## src/rtl/lc3b_pkg.sv

```systemverilog
// Package for the LC-3b execute unit: payload structs, opcodes, codes.
// No dependencies.
package lc3b_pkg;

	typedef enum logic [1:0] {
		OP_EXEC = 2'd0,
		OP_WRMEM = 2'd1,
		OP_RDMEM = 2'd2,
		OP_SETPC = 2'd3
	} oper_t;

	typedef enum logic [1:0] {
		ST_OK = 2'd0,
		ST_PRIV = 2'd1,
		ST_RSVD = 2'd2
	} status_t;

	localparam logic [3:0] OPC_BR = 4'd0;
	localparam logic [3:0] OPC_ADD = 4'd1;
	localparam logic [3:0] OPC_LDB = 4'd2;
	localparam logic [3:0] OPC_STB = 4'd3;
	localparam logic [3:0] OPC_JSR = 4'd4;
	localparam logic [3:0] OPC_AND = 4'd5;
	localparam logic [3:0] OPC_LDW = 4'd6;
	localparam logic [3:0] OPC_STW = 4'd7;
	localparam logic [3:0] OPC_RTI = 4'd8;
	localparam logic [3:0] OPC_XOR = 4'd9;
	localparam logic [3:0] OPC_RES_A = 4'd10;
	localparam logic [3:0] OPC_RES_B = 4'd11;
	localparam logic [3:0] OPC_JMP = 4'd12;
	localparam logic [3:0] OPC_SHF = 4'd13;
	localparam logic [3:0] OPC_LEA = 4'd14;
	localparam logic [3:0] OPC_TRAP = 4'd15;

	typedef struct packed {
		logic [1:0] operation;
		logic [15:0] instruction;
		logic [15:0] mem_address;
		logic [7:0] mem_data;
	} req_t;

	typedef struct packed {
		logic [1:0] status;
		logic [15:0] new_pc;
		logic dest_written;
		logic [2:0] dest_index;
		logic [15:0] dest_value;
		logic cond_n;
		logic cond_z;
		logic cond_p;
		logic user_mode;
		logic [7:0] read_data;
	} rsp_t;

	// Execution states of the back end
	typedef enum logic [2:0] {
		EX_IDLE,
		EX_RD0,
		EX_RD1,
		EX_RD2,
		EX_RD3,
		EX_WR1,
		EX_DONE
	} ex_state_t;

	function automatic logic [15:0] sext(input logic [15:0] v, input int bits);
		logic [15:0] r;
		r = v;
		for (int i = 0; i < 16; i++) begin
			if (i >= bits) r[i] = v[bits-1];
		end
		return r;
	endfunction

endpackage

```

## src/rtl/lc3b_queue.sv

```systemverilog
// Front end: two-entry request queue between the input port and the executer.
// Depends on lc3b_pkg.
module lc3b_queue import lc3b_pkg::*; (
	input  logic clk,
	input  logic arst_n,
	input  logic in_valid,
	output logic in_ready,
	input  req_t in_req,
	output logic out_valid,
	input  logic out_ready,
	output req_t out_req
);
	req_t mem_q [2];
	logic wp_q, rp_q;
	logic [1:0] cnt_q;
	logic push, pop;

	assign in_ready = (cnt_q != 2'd2);
	assign out_valid = (cnt_q != 2'd0);
	assign out_req = mem_q[rp_q];
	assign push = in_valid && in_ready;
	assign pop = out_valid && out_ready;

	// Storage
	always_ff @(posedge clk) begin
		if (push) mem_q[wp_q] <= in_req;
	end

	// Pointers and count
	always_ff @(posedge clk or negedge arst_n) begin
		if (!arst_n) begin
			wp_q <= 1'b0;
			rp_q <= 1'b0;
			cnt_q <= 2'd0;
		end else begin
			if (push) wp_q <= ~wp_q;
			if (pop) rp_q <= ~rp_q;
			cnt_q <= cnt_q + {1'b0, push} - {1'b0, pop};
		end
	end
endmodule

```

## config.mk

```make
export PLATFORM = sky130hd
export DESIGN_NAME = lc3b_queue
export DESIGN_NICKNAME = d
export VERILOG_FILES = /design/src/rtl/lc3b_pkg.sv /design/src/rtl/lc3b_queue.sv
export SDC_FILE = /design/constraint.sdc
export NUM_CORES = 1
export LEC_CHECK = 0
export BUFFER_PORTS_ARGS = -buffer_cell sky130_fd_sc_hd__buf_4
export CORE_AREA = 4 4 82 84
export CTS_BUF_LIST = sky130_fd_sc_hd__clkbuf_8
export DETAILED_ROUTE_END_ITERATION = 8
export DIE_AREA = 0 0 86 88
export PLACE_DENSITY = 0.81
export SLEW_MARGIN = 25
export SYNTH_ARGS = -nofsm -noshare
export SYNTH_HDL_FRONTEND = slang
export SYNTH_SLANG_ARGS = --single-unit
```

## constraint.sdc

```tcl
create_clock -name clk -period 5.55 [get_ports clk]
set_input_delay 0.555 -clock clk [delete_from_list [all_inputs] [get_ports clk]]
set_output_delay 0.555 -clock clk [all_outputs]
set_load 0.01 [all_outputs]
```

# Word level (Yosys, flattened, before mapping)
# Memories as Yosys holds them, arrays and structs flattened.
# Cells that the tools add are included.
# word_totals
reg_bits	4
latchBits	0
mem_bits_rw	84
mem_bits_ro	0
inputBits	46
out_inout_bits	44
word_cells	14
mem_count	1
# memory_table
name	depth	width	rd	rd_clocked_by_memory_dff	wr	line_no	text
mem_q	2	42	1	0	1	lc3b_queue.sv:13	req_t mem_q [2];
# op_classes
n_addsub	2
mul	0
div	0
n_lt_le_gt_ge	0
n_eq_ne	1
shift	0
mux	2
n_bitwise	2
n_reduce_logical	3
# ops
op	n
adder 2 x 1 -> 2 bit	1
logical AND 1 bit	2
2-to-1 mux 1 bit	2
inequality test 2 bit, second input constant	1
NOT 1 bit	2
nonzero test 2 bit	1
subtractor 2 x 1 -> 2 bit	1

# Logic depth before layout (Yosys ltp)
# depth
depth_word	4
ltp_mapped	7
depth_no_buf	7

# Worst setup path before layout
# Ideal clock, no wire load.
# synth_path
path_type	flip-flop to flip-flop
from	register cnt_q[1]
to	memory mem_q[0][0] (netlist bit), enable pin
setup_time_ps	441
t_arrival_ps	2430
required_time_ps	5109
setup_slack_ps	2679
path_stages_with_launch	4
n_path_buf	0
period_less_slack_ps	2871
cell_sequence	dfrtp_1 > nand2b_1 > nand2_1 > nor2_1
# synth_via
elab_chain_len	4
# synth_rtl
element	line_no	text
start, declared	lc3b_queue.sv:15	logic [1:0] cnt_q;
start signal, assigned	lc3b_queue.sv:38	cnt_q <= cnt_q + {1'b0, push} - {1'b0, pop};
inequality test 2 bit	lc3b_queue.sv:18	assign in_ready = (cnt_q != 2'd2);
via in_ready	lc3b_queue.sv:7	output logic in_ready,
logical AND 1 bit	lc3b_queue.sv:21	assign push = in_valid && in_ready;
2-to-1 mux 1 bit	lc3b_queue.sv:26	if (push) mem_q[wp_q] <= in_req;
2-to-1 mux 1 bit (not written as such)	lc3b_queue.sv:26	
end, declared	lc3b_queue.sv:13	
# The timed path passes the listed nets, and every way through them passes these cells.

==> results.md <==
* Crit path to: out_req[1]
* Crit path cell chain: buf_4, mux2_2, buf_4
* Max Fclk at 385 MHz
* Path depth of the worst reg2reg path at 2
* Switch Pwr at 0.618 mW
* Worst Skew at 0.00873 ns
* Net Count, Synth at 196
* Slew of the pin with the lowest slew margin at 0.959 ns
* Port bufs at 89
* Fin crit share at 46.8%
* Most common cell after layout, fill and taps aside: buf_4
* Sequential share of power at 42.0%
* Vias in the first global route at 1802
* Final antenna diode count at 0
* CTS Hold Bufs at 1
* CTS Buf Count at 9
* Synthesized area at 3400 µm²
* GP Congestion at 0.698
* Number of H-tree levels at 3
* Sequential area share after synthesis at 77.2%
* Pin count of the biggest net entering global routing at 43
* RSZ-0062 raised after global routing: false
* Post-CTS Resized at 0
* Internal at 1.71 mW
* R2R Setup Slk at 3.75 ns
* DRC at 0
* Layout cells sized above 1 at 60.2%
* Final Hold Vio Count at 0
* Slowest CP cell: dfrtp_2
* Switch share at 26.5%
* Top cells by area, synth: edfxtp_1 74%, mux2_4 17%, dfrtp_1 2.9%
* Area share of the largest cell type after synthesis at 74.3%
* Core Footprint at 5920 µm²
* CP peak stage delay at 0.59 ns
* Vias per cell at 5.02
* Slew Limit Fails at 0
* Die Wd at 86 µm
* DRT iter0 DRCs at 97
* Slew headroom at 36.1%
* Fraction of power consumed by the clock network at 23.6%
* Clk_lat worst skew at 0.34 ns
* Status: completed
* Yosys top cell by area: edfxtp_1
* Total routed wirelength at 5540 µm
* Worst Path Required at 4.99 ns
* Max_cap viols at 0
* Total Power Consumption at 2.33 mW
* First-pass GRT wire length at 8600 µm
* Critical path class: reg2out
* Gr ovfl total at 0
* Worst Hold Class: in2reg
* Logic gate share of total power at 34.5%
* Worst Setup SP: rp_q
* Pwr dens at 528 nW/µm²
* Yosys warning total at 0
* FILL cells at 353
* Worst R2R Start: cnt_q[1]
* Root Driver: clkbuf_8
* CTS max path bufs at 2
* Io pins at 90
* Row Count at 28
* Initial antenna violation count at 0
* Routed via count at 1635
* Clock sinks at 88
* Max VDD drop at 0.461 mV
* Crit. End Element: primary output
* Register area at 2620 µm²
* ANT nets after route at 0
* Most frequent cells in the layout: 90 x buf_4, 84 x edfxtp_1, 39 x mux2_4
* DP Wirelength at 3750 µm
* Critical-path maximum fanout at 32
* Multi-input gate area at 723 µm²
* Worst Path Arrival at 2.04 ns
* Worst R2R End: mem_q[1][39]
* WL per Instance at 17.0 µm
* CTS tree: yes
* Area grow syn2layout at 29.8%
* Synth unique cells at 15
* Gr usage total at 15.7%
* Nets@finish at 294
* Die Area at 7570 µm²
* Setup Viol. Count Final at 0
* Clk slew on worst S/H paths at 0.08 ns
* Syn avg cell area at 23.0 µm²
* Fin Setup TNS at 0 ns
* Starting density of the core at 57.4%
* Crit path launch type: flop
* Pre-antenna DRT Iters at 4
* Crit path time final at 2.60 ns
* Die height at 88 µm
* Yosys reg bits at 88
* Post-CTS Setup Repair Bufs at 0
* CP most frequent cell: buf_4
* Mapped Cells at 148
* Leak pwr at 1.78 nW
cells in the mapped netlist:
cell       n
nand2b_1   1
or2_1      1
xnor2_1    3
nand2_1    1
dfrtp_1    4
inv_1      1
and3_1     1
ha_1       2
edfxtp_1  84
buf_6      5
xor2_1     1
mux2_2     3
and2_4     1
mux2_4    39
nor2_1     1
power groups by stage:
stage	Combinational, mW	Clock [mW]	Sequential [mW]
global route	0.861	0.597	0.991
floorplan	0.542	0	0.961
finish	0.802	0.548	0.976
detailed placement	0.816	0	0.993
global placement	0.794	0	0.985
CTS	0.820	0.560	0.979
cells by family after synthesis:
kind of cell	after synthesis	share of synthesized area, %
flip-flops	88	77.2
buffers and inverters	6	1.77
adder cells (fa/ha/maj)	2	0.737
multiplexers	42	18.2
XOR/XNOR	4	1.03
AND/OR/NAND/NOR	6	1.03
critical path: cells and delay by family (launching register included):
| family | cells | cell delay, ns |
|---|---|---|
| DFF | 1 | 0.59 |
| buffers and inverters | 2 | 0.69 |
| muxes | 1 | 0.40 |
per-layer routing:
layer | part of all wire (%) | vias to the layer above | track usage [%]
li1 | - | 774 | -
met1 | 36 | 793 | 17.0
met2 | 56 | 63 | 27.8
met3 | 6.9 | 5 | 4.52
met4 | 1.2 | 0 | 8.63
met5 | 0 | - | 0
how the worst min path moves through the flow:
stage / slack [ns] / to / startpoint / cells after the start
after floorplan: 0.26 / cnt_q[0] / arst_n / 0
after global placement: 0.35 / wp_q / arst_n / 1
after detailed placement: 0.36 / wp_q / arst_n / 1
after CTS: 0.37 / mem_q[1][6] / in_req[6] / 1
after global routing: 0.37 / mem_q[1][1] / in_req[1] / 1
final: 0.39 / mem_q[1][1] / in_req[1] / 1
state kept, by name, summed over array words and instances (netlist names):
| signal | cells |
|---|---|
| rp_q | 1 |
| cnt_q | 2 |
| wp_q | 1 |
| mem_q | 84 |
per-stage QoR:
stage               hold WS, ns  util (%)  worst slack [ns]  instances  instance area, µm²
floorplan                 0.259         -              2.68        148                3400
global placement          0.354      69.6              3.32        308                4120
detailed placement        0.359      69.9              3.31        309                4140
CTS                       0.373      74.5              2.92        326                4410
global route              0.366      74.5              2.84        326                4410
finish                    0.390      74.5              2.95        326                4410
cell type report:
type	instances	share of cell area, %
Clock buffer	9	2.81
Tap cell	75	2.13
Inverter	1	0.0851
Timing Repair Buffer	92	16.0
Multi-Input combinational cell	54	16.4
Clock inverter	7	3.06
Sequential cell	88	59.5
No activity file was read; power rests on OpenSTA's default activity.
